===== src/rtl/qid_pkg.sv =====
// Shared types, constants and the colour hash for the QOI chunk decoder.
package qid_pkg;

	localparam int CACHE_ENTRIES = 64;
	localparam int CACHE_AW      = $clog2(CACHE_ENTRIES);
	localparam int APB_AW        = 2;
	localparam int COUNT_W       = 7;

	localparam logic [APB_AW-1:0] REG_PIXEL_COUNT = 2'd0;

	localparam logic [31:0] PIXEL_COUNT_RESET = 32'd1;
	// a in 31:24, b in 23:16, g in 15:8, r in 7:0
	localparam logic [31:0] PREV_RESET        = 32'hFF00_0000;

	localparam logic [7:0] TAG_RGB  = 8'hFE;
	localparam logic [7:0] TAG_RGBA = 8'hFF;

	localparam logic [1:0] OPC_INDEX = 2'b00;
	localparam logic [1:0] OPC_DIFF  = 2'b01;
	localparam logic [1:0] OPC_LUMA  = 2'b10;
	localparam logic [1:0] OPC_RUN   = 2'b11;

	typedef enum logic [1:0] {
		OP_NONE,
		OP_RGB,
		OP_RGBA,
		OP_LUMA
	} pend_op_t;

	typedef enum logic [1:0] {
		ST_TAG,
		ST_READ,
		ST_EMIT
	} dec_state_t;

	typedef struct packed {
		logic        wr;
		logic [31:0] value;
	} cfg_wr_t;

	typedef struct packed {
		logic                en;
		logic [CACHE_AW-1:0] addr;
	} cache_rd_t;

	typedef struct packed {
		logic                en;
		logic [CACHE_AW-1:0] addr;
		logic [31:0]         data;
	} cache_wr_t;

	// (r*3 + g*5 + b*7 + a*11) mod 64; only the low bits matter
	function automatic logic [CACHE_AW-1:0] hash_slot(input logic [31:0] px);
		logic [7:0] h;
		h = px[7:0] * 8'd3 + px[15:8] * 8'd5 + px[23:16] * 8'd7 + px[31:24] * 8'd11;
		return h[CACHE_AW-1:0];
	endfunction

endpackage


===== src/rtl/qid_stream_if.sv =====
// Valid/ready channel interfaces: chunk bytes in, decoded pixels out.
interface qid_byte_if;
	logic       valid;
	logic       ready;
	logic [7:0] chunk_byte;

	modport source (output valid, output chunk_byte, input ready);
	modport sink   (input valid, input chunk_byte, output ready);
endinterface

interface qid_pixel_if;
	logic       valid;
	logic       ready;
	logic [7:0] red;
	logic [7:0] green;
	logic [7:0] blue;
	logic [7:0] alpha;
	logic       last_of_run;
	logic       image_done;

	modport source (output valid, output red, output green, output blue, output alpha,
		output last_of_run, output image_done, input ready);
	modport sink   (input valid, input red, input green, input blue, input alpha,
		input last_of_run, input image_done, output ready);
endinterface


===== src/rtl/qid_cache.sv =====
// 64-entry colour cache: synchronous RAM plus per-entry valid bits (invalid reads zero).
module qid_cache (
	input  logic                          clk,
	input  logic                          arst_n,
	input  qid_pkg::cache_rd_t            rd,
	output logic [31:0]                   rd_data,
	input  qid_pkg::cache_wr_t            wr
);

	logic [31:0]                      mem [qid_pkg::CACHE_ENTRIES];
	logic [qid_pkg::CACHE_ENTRIES-1:0] valid_q;
	logic [31:0]                      rdata_q;
	logic                             rvalid_q;

	always_ff @(posedge clk) begin
		if (wr.en) begin
			mem[wr.addr] <= wr.data;
		end
		if (rd.en) begin
			rdata_q <= mem[rd.addr];
		end
	end

	always_ff @(posedge clk or negedge arst_n) begin
		if (!arst_n) begin
			valid_q  <= '0;
			rvalid_q <= 1'b0;
		end else begin
			if (wr.en) begin
				valid_q[wr.addr] <= 1'b1;
			end
			if (rd.en) begin
				rvalid_q <= valid_q[rd.addr];
			end
		end
	end

	assign rd_data = rvalid_q ? rdata_q : 32'd0;

endmodule


===== src/rtl/qid_decode.sv =====
// Chunk parser, pixel state and run emitter with the output register.
module qid_decode (
	input  logic                 clk,
	input  logic                 arst_n,
	qid_byte_if.sink             chunk_in,
	qid_pixel_if.source          pixel_out,
	input  qid_pkg::cfg_wr_t     cfg,
	output qid_pkg::cache_rd_t   cache_rd,
	input  logic [31:0]          cache_rdata,
	output qid_pkg::cache_wr_t   cache_wr
);

	qid_pkg::dec_state_t state_q, state_d;
	qid_pkg::pend_op_t   pend_q, pend_d;
	logic [2:0]                   need_q, need_d;
	logic [31:0]                  part_q, part_d;
	logic [5:0]                   luma_q, luma_d;
	logic [31:0]                  left_q, left_d;
	logic [qid_pkg::COUNT_W-1:0]  count_q, count_d;
	logic [31:0]                  prev_q, prev_d;

	logic        out_valid_q, out_valid_d;
	logic [31:0] out_pix_q;
	logic        out_last_q, out_done_q;

	logic [7:0]  byte_in;
	logic [31:0] part_next;
	logic [31:0] lit_pix;
	logic [31:0] diff_pix;
	logic [7:0]  vg;
	logic        slot_free;
	logic        out_load;
	logic        is_last;

	assign byte_in   = chunk_in.chunk_byte;
	assign part_next = {part_q[23:0], byte_in};
	assign slot_free = !out_valid_q || pixel_out.ready;
	assign is_last   = (count_q == qid_pkg::COUNT_W'(1)) || (left_q == 32'd1);

	// completed multi-byte op, selected by the op that is pending
	always_comb begin
		vg = {2'b00, luma_q} - 8'd32;
		case (pend_q)
			qid_pkg::OP_RGB:  lit_pix = {prev_q[31:24], part_next[7:0], part_next[15:8],
				part_next[23:16]};
			qid_pkg::OP_RGBA: lit_pix = {part_next[7:0], part_next[15:8], part_next[23:16],
				part_next[31:24]};
			qid_pkg::OP_LUMA: lit_pix = {prev_q[31:24],
				prev_q[23:16] + vg - 8'd8 + {4'd0, byte_in[3:0]},
				prev_q[15:8] + vg,
				prev_q[7:0] + vg - 8'd8 + {4'd0, byte_in[7:4]}};
			default:          lit_pix = prev_q;
		endcase
	end

	assign diff_pix = {prev_q[31:24],
		prev_q[23:16] + {6'd0, byte_in[1:0]} - 8'd2,
		prev_q[15:8] + {6'd0, byte_in[3:2]} - 8'd2,
		prev_q[7:0] + {6'd0, byte_in[5:4]} - 8'd2};

	always_comb begin
		state_d  = state_q;
		pend_d   = pend_q;
		need_d   = need_q;
		part_d   = part_q;
		luma_d   = luma_q;
		left_d   = left_q;
		count_d  = count_q;
		prev_d   = prev_q;
		out_load = 1'b0;
		cache_rd = '{en: 1'b0, addr: byte_in[qid_pkg::CACHE_AW-1:0]};
		cache_wr = '{en: 1'b0, addr: qid_pkg::hash_slot(prev_q), data: prev_q};
		chunk_in.ready = (state_q == qid_pkg::ST_TAG);

		case (state_q)
			qid_pkg::ST_TAG: begin
				if (chunk_in.valid && left_q != 32'd0) begin
					if (pend_q != qid_pkg::OP_NONE) begin
						part_d = part_next;
						if (need_q > 3'd1) begin
							need_d = need_q - 3'd1;
						end else begin
							need_d  = 3'd0;
							pend_d  = qid_pkg::OP_NONE;
							prev_d  = lit_pix;
							count_d = qid_pkg::COUNT_W'(1);
							state_d = qid_pkg::ST_EMIT;
						end
					end else if (byte_in == qid_pkg::TAG_RGB) begin
						pend_d = qid_pkg::OP_RGB;
						need_d = 3'd3;
						part_d = 32'd0;
					end else if (byte_in == qid_pkg::TAG_RGBA) begin
						pend_d = qid_pkg::OP_RGBA;
						need_d = 3'd4;
						part_d = 32'd0;
					end else begin
						case (byte_in[7:6])
							qid_pkg::OPC_INDEX: begin
								cache_rd.en = 1'b1;
								count_d     = qid_pkg::COUNT_W'(1);
								state_d     = qid_pkg::ST_READ;
							end
							qid_pkg::OPC_DIFF: begin
								prev_d  = diff_pix;
								count_d = qid_pkg::COUNT_W'(1);
								state_d = qid_pkg::ST_EMIT;
							end
							qid_pkg::OPC_LUMA: begin
								luma_d = byte_in[5:0];
								pend_d = qid_pkg::OP_LUMA;
								need_d = 3'd1;
								part_d = 32'd0;
							end
							qid_pkg::OPC_RUN: begin
								count_d = {1'b0, byte_in[5:0]} + qid_pkg::COUNT_W'(1);
								state_d = qid_pkg::ST_EMIT;
							end
							default: begin
								state_d = qid_pkg::ST_TAG;
							end
						endcase
					end
				end
			end
			qid_pkg::ST_READ: begin
				prev_d  = cache_rdata;
				state_d = qid_pkg::ST_EMIT;
			end
			qid_pkg::ST_EMIT: begin
				// rewrite every emit cycle: same slot, same value
				cache_wr.en = 1'b1;
				if (slot_free) begin
					out_load = 1'b1;
					left_d   = left_q - 32'd1;
					count_d  = count_q - qid_pkg::COUNT_W'(1);
					if (is_last) begin
						state_d = qid_pkg::ST_TAG;
					end
				end
			end
			default: begin
				state_d = qid_pkg::ST_TAG;
			end
		endcase

		if (cfg.wr) begin
			left_d = cfg.value;
		end

		if (out_load) begin
			out_valid_d = 1'b1;
		end else if (pixel_out.ready) begin
			out_valid_d = 1'b0;
		end else begin
			out_valid_d = out_valid_q;
		end
	end

	always_ff @(posedge clk or negedge arst_n) begin
		if (!arst_n) begin
			state_q     <= qid_pkg::ST_TAG;
			pend_q      <= qid_pkg::OP_NONE;
			need_q      <= 3'd0;
			part_q      <= 32'd0;
			luma_q      <= 6'd0;
			left_q      <= qid_pkg::PIXEL_COUNT_RESET;
			count_q     <= '0;
			prev_q      <= qid_pkg::PREV_RESET;
			out_valid_q <= 1'b0;
		end else begin
			state_q     <= state_d;
			pend_q      <= pend_d;
			need_q      <= need_d;
			part_q      <= part_d;
			luma_q      <= luma_d;
			left_q      <= left_d;
			count_q     <= count_d;
			prev_q      <= prev_d;
			out_valid_q <= out_valid_d;
		end
	end

	always_ff @(posedge clk) begin
		if (out_load) begin
			out_pix_q  <= prev_q;
			out_last_q <= is_last;
			out_done_q <= (left_q == 32'd1);
		end
	end

	assign pixel_out.valid       = out_valid_q;
	assign pixel_out.red         = out_pix_q[7:0];
	assign pixel_out.green       = out_pix_q[15:8];
	assign pixel_out.blue        = out_pix_q[23:16];
	assign pixel_out.alpha       = out_pix_q[31:24];
	assign pixel_out.last_of_run = out_last_q;
	assign pixel_out.image_done  = out_done_q;

endmodule


===== src/rtl/qoi_image_decoder_top.sv =====
// Top level of the QOI chunk-stream decoder: APB register, parser and colour cache.
//
//  channel     dir  handshake            word
//  chunk_in    in   valid/ready          chunk_byte[7:0]
//  pixel_out   out  valid/ready          red, green, blue, alpha, last_of_run, image_done
//  apb         in   psel/penable/pready  pixel_count at byte address 0
//
// Tag and operand bytes that complete no pixel are taken in ST_TAG. A byte that
// completes a pixel moves to ST_EMIT, which sends the pixel or the whole run
// in turn; INDEX passes through ST_READ first for the cache read port.
// Reset clears the cache valid bits at once, so no clearing pass is needed.
// A stalled output holds the emitter; the input is taken only in ST_TAG, not while pixels are read or emitted.
module qoi_image_decoder_top (
	input  logic                         clk,
	input  logic                         arst_n,
	qid_byte_if.sink                     chunk_in,
	qid_pixel_if.source                  pixel_out,
	input  logic                         psel,
	input  logic                         penable,
	input  logic                         pwrite,
	input  logic [qid_pkg::APB_AW-1:0]   paddr,
	input  logic [31:0]                  pwdata,
	output logic [31:0]                  prdata,
	output logic                         pready
);

	logic [31:0]         pixel_count_q;
	qid_pkg::cfg_wr_t    cfg;
	qid_pkg::cache_rd_t  cache_rd;
	qid_pkg::cache_wr_t  cache_wr;
	logic [31:0]         cache_rdata;

	// writes complete in the access phase, no wait states
	assign pready = 1'b1;
	assign cfg.wr = psel && penable && pwrite && (paddr == qid_pkg::REG_PIXEL_COUNT);
	assign cfg.value = pwdata;

	always_ff @(posedge clk or negedge arst_n) begin
		if (!arst_n) begin
			pixel_count_q <= qid_pkg::PIXEL_COUNT_RESET;
		end else if (cfg.wr) begin
			pixel_count_q <= pwdata;
		end
	end

	assign prdata = (paddr == qid_pkg::REG_PIXEL_COUNT) ? pixel_count_q : 32'd0;

	qid_decode u_decode (
		.clk         (clk),
		.arst_n      (arst_n),
		.chunk_in    (chunk_in),
		.pixel_out   (pixel_out),
		.cfg         (cfg),
		.cache_rd    (cache_rd),
		.cache_rdata (cache_rdata),
		.cache_wr    (cache_wr)
	);

	qid_cache u_cache (
		.clk     (clk),
		.arst_n  (arst_n),
		.rd      (cache_rd),
		.rd_data (cache_rdata),
		.wr      (cache_wr)
	);

`ifndef SYNTH
	// the final pixel of the image always closes its run
	a_done_is_last: assert property (@(posedge clk) disable iff (!arst_n)
		pixel_out.valid && pixel_out.image_done |-> pixel_out.last_of_run)
		else $error("image_done without last_of_run");

	// nothing follows the final pixel
	a_quiet_after_done: assert property (@(posedge clk) disable iff (!arst_n)
		pixel_out.valid && pixel_out.ready && pixel_out.image_done |=> !pixel_out.valid)
		else $error("pixel emitted after image_done");

	// cache never read and written in the same cycle
	a_cache_no_overlap: assert property (@(posedge clk) disable iff (!arst_n)
		!(cache_rd.en && cache_wr.en))
		else $error("cache read and write overlap");
`endif

endmodule


===== src/flat_wrapper.sv =====
// flat-port wrapper written by rule: the top's interface ports become plain ports
module qoi_image_decoder_top_flat 
  (clk, arst_n, psel, penable, pwrite, paddr, pwdata, prdata, pready, chunk_in_valid, chunk_in_chunk_byte, chunk_in_ready, pixel_out_valid, pixel_out_red, pixel_out_green, pixel_out_blue, pixel_out_alpha, pixel_out_last_of_run, pixel_out_image_done, pixel_out_ready);
  qid_byte_if chunk_in_i ();
  qid_pixel_if pixel_out_i ();
  input  logic clk;
  input  logic arst_n;
  input  logic psel;
  input  logic penable;
  input  logic pwrite;
  input  logic [qid_pkg::APB_AW-1:0] paddr;
  input  logic [31:0] pwdata;
  output logic [31:0] prdata;
  output logic pready;
  input wire logic [$bits(chunk_in_i.valid)-1:0] chunk_in_valid;
  input wire logic [$bits(chunk_in_i.chunk_byte)-1:0] chunk_in_chunk_byte;
  output wire logic [$bits(chunk_in_i.ready)-1:0] chunk_in_ready;
  output wire logic [$bits(pixel_out_i.valid)-1:0] pixel_out_valid;
  output wire logic [$bits(pixel_out_i.red)-1:0] pixel_out_red;
  output wire logic [$bits(pixel_out_i.green)-1:0] pixel_out_green;
  output wire logic [$bits(pixel_out_i.blue)-1:0] pixel_out_blue;
  output wire logic [$bits(pixel_out_i.alpha)-1:0] pixel_out_alpha;
  output wire logic [$bits(pixel_out_i.last_of_run)-1:0] pixel_out_last_of_run;
  output wire logic [$bits(pixel_out_i.image_done)-1:0] pixel_out_image_done;
  input wire logic [$bits(pixel_out_i.ready)-1:0] pixel_out_ready;
  assign chunk_in_i.valid = chunk_in_valid;
  assign chunk_in_i.chunk_byte = chunk_in_chunk_byte;
  assign chunk_in_ready = chunk_in_i.ready;
  assign pixel_out_valid = pixel_out_i.valid;
  assign pixel_out_red = pixel_out_i.red;
  assign pixel_out_green = pixel_out_i.green;
  assign pixel_out_blue = pixel_out_i.blue;
  assign pixel_out_alpha = pixel_out_i.alpha;
  assign pixel_out_last_of_run = pixel_out_i.last_of_run;
  assign pixel_out_image_done = pixel_out_i.image_done;
  assign pixel_out_i.ready = pixel_out_ready;
  qoi_image_decoder_top u_core (.clk(clk), .arst_n(arst_n), .chunk_in(chunk_in_i), .pixel_out(pixel_out_i), .psel(psel), .penable(penable), .pwrite(pwrite), .paddr(paddr), .pwdata(pwdata), .prdata(prdata), .pready(pready));
endmodule

===== config.mk =====
export PLATFORM = sky130hd
export DESIGN_NAME = qoi_image_decoder_top_flat
export DESIGN_NICKNAME = d
export VERILOG_FILES = /design/src/rtl/qid_pkg.sv /design/src/rtl/qid_stream_if.sv /design/src/rtl/qid_cache.sv /design/src/rtl/qid_decode.sv /design/src/rtl/qoi_image_decoder_top.sv /design/src/flat_wrapper.sv
export SDC_FILE = /design/constraint.sdc
export NUM_CORES = 2
export LEC_CHECK = 0
export BUFFER_PORTS_ARGS = -buffer_cell sky130_fd_sc_hd__buf_2
export CELL_PAD_IN_SITES_DETAIL_PLACEMENT = 1
export CELL_PAD_IN_SITES_GLOBAL_PLACEMENT = 2
export CORE_MARGIN = 1.5
export CORE_UTILIZATION = 45
export CTS_BUF_LIST = sky130_fd_sc_hd__clkbuf_16
export DETAILED_ROUTE_END_ITERATION = 16
export PLACE_DENSITY = 0.8
export SYNTH_ARGS = -nofsm -noshare
export SYNTH_HDL_FRONTEND = slang
export SYNTH_SLANG_ARGS = --single-unit

===== constraint.sdc =====
create_clock -name clk -period 7 [get_ports clk]
set_input_delay 0.7 -clock clk [delete_from_list [all_inputs] [get_ports clk]]
set_output_delay 0.7 -clock clk [all_outputs]
set_load 0.03 [all_outputs]

After elaboration in Yosys (flattened, before gate mapping)
Memory sizes are Yosys's and may differ from the RTL's. A register that Yosys moved wholly into a read port is not among the register bits.
Cells that the tools add are included.
{"block": "word_totals", "wordCells": 168, "mem_bits_rw": 2048, "out_inout_bits": 69, "reg_bits": 240, "mem_count": 1}
{"block": "classes", "mul": 4, "n_mux": 61, "n_reduce_logical": 29, "bitwise_logic": 4, "n_eq_ne": 28, "n_addsub": 21, "order_cmp": 4}
{"name": "u_core.u_cache.mem", "depth": 64, "width": 32, "rd": 1, "rd_clocked_by_memory_dff": 1, "wr": 1, "line": "qid_cache.sv:10", "source": "logic [31:0] mem [qid_pkg::CACHE_ENTRIES];"}
{"cell": "32-bit two-way mux", "n": 8}
{"cell": "24-bit two-way mux", "n": 7}
{"cell": "32-bit case mux with 3 select lines", "n": 1}
{"cell": "64-bit bitwise OR", "n": 1}
{"cell": "32-bit case mux with 2 select lines", "n": 1}
{"cell": "7-bit two-way mux", "n": 6}
{"cell": "32-bit by 1-bit equality test with 1-bit output, second input constant", "n": 1}
{"cell": "32-bit nonzero test", "n": 1}
{"cell": "32-bit by 1-bit subtractor with 32-bit output, second input constant", "n": 1}
{"cell": "7-bit case mux with 2 select lines", "n": 2}
{"cell": "7-bit AND reduction", "n": 4}
{"cell": "8-bit by 2-bit adder with 8-bit output", "n": 3}
{"cell": "8-bit adder", "n": 3}
{"cell": "2-bit two-way mux", "n": 12}
{"cell": "8-bit by 2-bit subtractor with 8-bit output, second input constant", "n": 3}
{"cell": "6-bit adder", "n": 3}
{"cell": "8-bit by 4-bit adder with 8-bit output", "n": 2}
{"cell": "8-bit equality test, second input constant", "n": 2}
{"cell": "8-bit by 3-bit multiplier with 6-bit output, second input constant", "n": 2}
{"cell": "8-bit by 4-bit subtractor with 8-bit output, second input constant", "n": 2}
{"cell": "1-bit two-way mux", "n": 15}
{"cell": "3-bit two-way mux", "n": 5}
{"cell": "6-bit by 7-bit < comparator with 1-bit output, second input constant", "n": 2}
{"cell": "2-bit != test, second input constant", "n": 6}
{"cell": "other kinds (32)", "n": 58}

Logic depth before layout (Yosys ltp)
{"block": "depth", "ltp_word": 9, "mapped_depth": 16}

Hierarchy
A second synthesis with hierarchy kept.
{"block": "hier_totals", "hier_cells": 4448, "area_unflattened_um2": 93561.0}
{"module": "qid_cache", "instances": 1, "area_each_um2": 81662.1, "cells_each": 3328, "seq_area_each_um2": 64086.5}
{"module": "qid_decode", "instances": 1, "area_each_um2": 10304.9, "cells_each": 1013, "seq_area_each_um2": 3759.9}
{"module": "qoi_image_decoder_top", "instances": 1, "area_each_um2": 1594.0, "cells_each": 107, "seq_area_each_um2": 802.0}

Worst setup path after synthesis
No wires, ideal clock.
{"block": "synth_path", "path_type": "flip-flop to flip-flop", "start": "reg u_core.u_decode.prev_q[18]", "end": "mem u_core.u_cache.mem[55][0] (enable)", "setup_slack_ns": -0.114, "t_arrival_ns": 6.692, "stages_incl_launch_ff": 16, "setup_ns": 0.421, "required_time_ns": 6.579, "path_cell_list": "dfrtp_1 > inv_1 > fa_1 > inv_1 > fa_1 > inv_1 > fa_1 > fa_1 > fa_1 > inv_1 > ha_1 > a21o_1 > xnor3_1 > nand2_1 > clkbuf_1 > nor2_1"}
{"block": "synth_via", "elab_chain_cells": 3}
{"element": "from (decl)", "line": "qid_decode.sv:20", "source": "logic [31:0] prev_q, prev_d;"}
{"element": "from (signal assigned)", "line": "qid_decode.sv:169", "source": "prev_q <= qid_pkg::PREV_RESET;"}
{"element": "from (signal assigned)", "line": "qid_decode.sv:179", "source": "prev_q <= prev_d;"}
{"element": "8-bit by 3-bit multiplier with 6-bit output", "line": "qid_pkg.sv:55", "source": "h = px[7:0] * 8'd3 + px[15:8] * 8'd5 + px[23:16] * 8'd7 + px[31:24] * 8'd11;"}
{"element": "6-bit adder (2 in series)", "line": "qid_pkg.sv:55"}
{"element": "to (decl)", "line": "qid_cache.sv:10"}
No other way between the ends.

Worst setup path after layout
{"block": "layout_path", "start": "reg u_core.u_decode.prev_q[18]", "end": "mem u_core.u_cache.mem[18][1] (enable)"}
The elaborated chain is that of the path after synthesis.

==> reports/results.tsv <==
metric	value	unit
status	finished clean	
GPL Wtd Cong	0.895	
ys async rst share	8.88	%
Main synth FF type	edfxtp_1	
worst path required time	7.52	ns
crit path launch type	register	
Crit path depth	16	
Max H-tree Level	4	
Synth warnings	0	
Hold Crit Class	input pin to register	
syn_nets	4648	
commonest cells after routing, fill and taps aside	2114 x edfxtp_1, 661 x mux4_2, 224 x nand2_1, 224 x clkbuf_16, 172 x dfrtp_1	
Slew Viols, Final	0	
Seq cells post-synth	2320	
Placed Cells	7216	
Simple-Gate Fraction of Synth Area	2.45	%
Post-Layout Cell Count	7645	
Worst-Margin Slew	1.20	ns
CP Capture Type	register	
final setup fails	0	
most common cell after layout, fill and taps aside	edfxtp_1	
most frequent CP cell	fa_1	
Final Hold Viols	0	
min-delay src	pwdata[29]	
Max Root-Sink Buffers	3	
Setup crit start	u_core.u_decode.prev_q[18]$_DFFE_PN0P_	
Post-DP HPWL	156000	µm
final worst path period share	86.3	%
CTS Buf Count	222	
max-capacitance violation count	0	
aggregate global-route resource usage	24.8	%
minimum clock period	6.04	ns
antenna viol nets, final	0	
crit path max-delay cell type	dfrtp_2	
TNS Setup	0	ns
Die Wd	457	µm
Post-Synth Adder-Cell Area	1.97	%
initial antenna violation count	15	
Post-Syn Area	92800	µm²
vias per inst	6.19	
Crit Reg-Reg Startpoint	u_core.u_decode.prev_q[18]$_DFFE_PN0P_	
vias in the first global route	48500	
first-pass GRT wire length	370000	µm
Die Y	457	µm
Synth Area per Inst	20.7	µm²
Area Overhead vs Synth	13.8	%
Iteration-0 DRC Markers	5918	
post-synthesis compound-gate area fraction	3.08	%
CP Class	register to register	
Buf/Inv on CP	6	
via count	47400	
crit-path cells	inv_1 > fa_1 > inv_1 > fa_1 > inv_1 > fa_1 > fa_1 > fa_1 > inv_1 > ha_1 > a21o_1 > xor3_1 > nand2_1 > buf_4 > nor2_4 > buf_4	
largest family of logic cells by synthesized area	multiplexers	
reg2reg setup slack	0.96	ns
DIE AREA	209000	µm²
GRT overflow	0	
Worst slew margin	20.3	%
CTS tree	yes	
R2R cell count	16	
sequential area share after synthesis	74.0	%
Design Area, Final	106000	µm²
Skew-Pair Late Insertion Delay	0.90	ns
Clk pin slew, worst setup/hold paths	0.06	ns
wire length per cell	33.7	µm
reg2reg end	u_core.u_cache.mem[18][1]$_DFFE_PP_	
Clock Sinks	2320	
placed standard-cell area	98100	µm²
XOR/XNOR Fraction of Synth Area	0.810	%
largest net degree at the start of global routing	102	
Root Driver	clkbuf_16	
RSZ-0062 raised after global routing	false	
Core Area	205000	µm²
Fillers	18100	
layout net count	4939	
Core Rows	166	
Post-synth EDFFs	2114	
layout cells sized above 1	28.2	%
Clock Skew	0.0437	ns
final WL	258000	µm
first-pass iteration count of the detailed router	5	
Initial Util	45.3	%
I/O Buffers	116	
maximum clock rate	0.166	GHz
max incr delay on CP	0.69	ns
number of distinct library cells after synthesis	75	
Critical Path End	u_core.u_cache.mem[18][1]$_DFFE_PP_	
Post-Synthesis Cells	4475	
boundary pin count	118	
critical path arrival	6.56	ns
mux cell area share after synthesis	16.3	%
delay-heaviest family, CP	adder cells	
DRC Markers	0	
Critical Path Fanout Max	25	
synth_stat cells (15+ instances only):
library cell  count  share of area, %
a211oi_1         19              0.15
a21o_1           15              0.12
a21oi_1          40              0.22
a22oi_1          64              0.52
a31oi_1          25              0.17
and2_1           39              0.26
buf_1            54              0.22
clkbuf_1        164              0.66
dfrtp_1         196               5.3
edfxtp_1       2114                68
fa_1             37              0.80
ha_1             87               1.2
inv_1            99              0.40
mux4_2          661                16
nand2_1         224              0.91
nand3_1          22              0.12
nor2_1          133              0.54
nor3_1           20              0.11
o21ai_0         107              0.58
o21bai_1         69              0.56
o31ai_1          15              0.12
xnor2_1          54              0.51
xor2_1           24              0.23
state kept, by name, summed over array words and instances, names as in the netlist, 7 cells and up:
| name | count |
|---|---|
| u_core.pixel_count_q | 32 |
| u_core.u_decode.count_q | 7 |
| u_core.u_decode.prev_q | 32 |
| u_core.u_decode.out_pix_q | 32 |
| u_core.u_cache.valid_q | 64 |
| u_core.u_cache.mem | 2048 |
| u_core.u_decode.left_q | 32 |
| u_core.u_decode.part_q | 24 |
| u_core.u_cache.rdata_q | 32 |
worst reg2reg max path: cells and delay by family, from the launching register on:
| kind | cells | cell delay [ns] |
|---|---|---|
| adder cells (fa/ha/maj) | 6 | 2.92 |
| buffers and inverters | 6 | 1.03 |
| flip-flops | 1 | 0.69 |
| XOR/XNOR | 1 | 0.44 |
| AND/OR/NAND/NOR | 2 | 0.35 |
| AO/OA/AOI/OAI | 1 | 0.19 |
metal layers:
metal / track usage [%] / wire length [µm]
met5: 0 / 31
met4: 7.59 / 7770
met1: 36.2 / 106000
met2: 38.0 / 120000
met3: 5.03 / 23300
what timing repair did:
action	4_1_cts	5_1_grt
endpoints found under the hold margin	98	0
gates resized for setup	0	0
endpoints found under the setup margin	0	0
buffers inserted	0	0
hold buffers	14	0
metrics by stage:
stage,setup WS [ns],util [%],hold WS (ns)
after floorplan,-0.114,-,0.404
after global placement,1.12,47.9,0.448
after detailed placement,1.01,47.9,0.450
after CTS,0.923,51.6,0.00118
after global routing,0.740,51.6,0.0493
final,0.958,51.6,0.0588
how the worst min path moves through the flow:
stage / slack (ns) / to / cells past startpoint
floorplan: 0.40 / u_core.pixel_count_q[10]$_DFFE_PN0P_ / 0
global placement: 0.45 / u_core.pixel_count_q[0]$_DFFE_PN1P_ / 2
detailed placement: 0.45 / u_core.pixel_count_q[0]$_DFFE_PN1P_ / 2
CTS: 0.001 / u_core.pixel_count_q[6]$_DFFE_PN0P_ / 3
global route: 0.05 / u_core.pixel_count_q[15]$_DFFE_PN0P_ / 3
finish: 0.06 / u_core.pixel_count_q[29]$_DFFE_PN0P_ / 3
kinds of logic after synthesis:
| logic type | Yosys count |
|---|---|
| and+or+nand+nor | 507 |
| AOI/OAI and AO/OA | 422 |
| DFF | 2320 |
| buffers and inverters | 336 |
| adders and majority gates | 124 |
| muxes | 684 |
| xor gates and xnor gates | 81 |
| other | 1 |
final cells by class:
class                      count  area (µm²)  share of cell area, %
tap                         2688        3360                   3.19
inverter                     101         379                  0.359
sequential                  2320       68700                   65.1
clock buffer                 224        5610                   5.31
antenna                        3        7.51                0.00711
multi-input combinational   1819       23400                   22.1
timing repair buffer         302        2420                   2.29
clock inverter               188        1760                   1.67
Power is not shown: default switching activity piles up to over one toggle a cycle in this logic, so the estimate is an artifact.
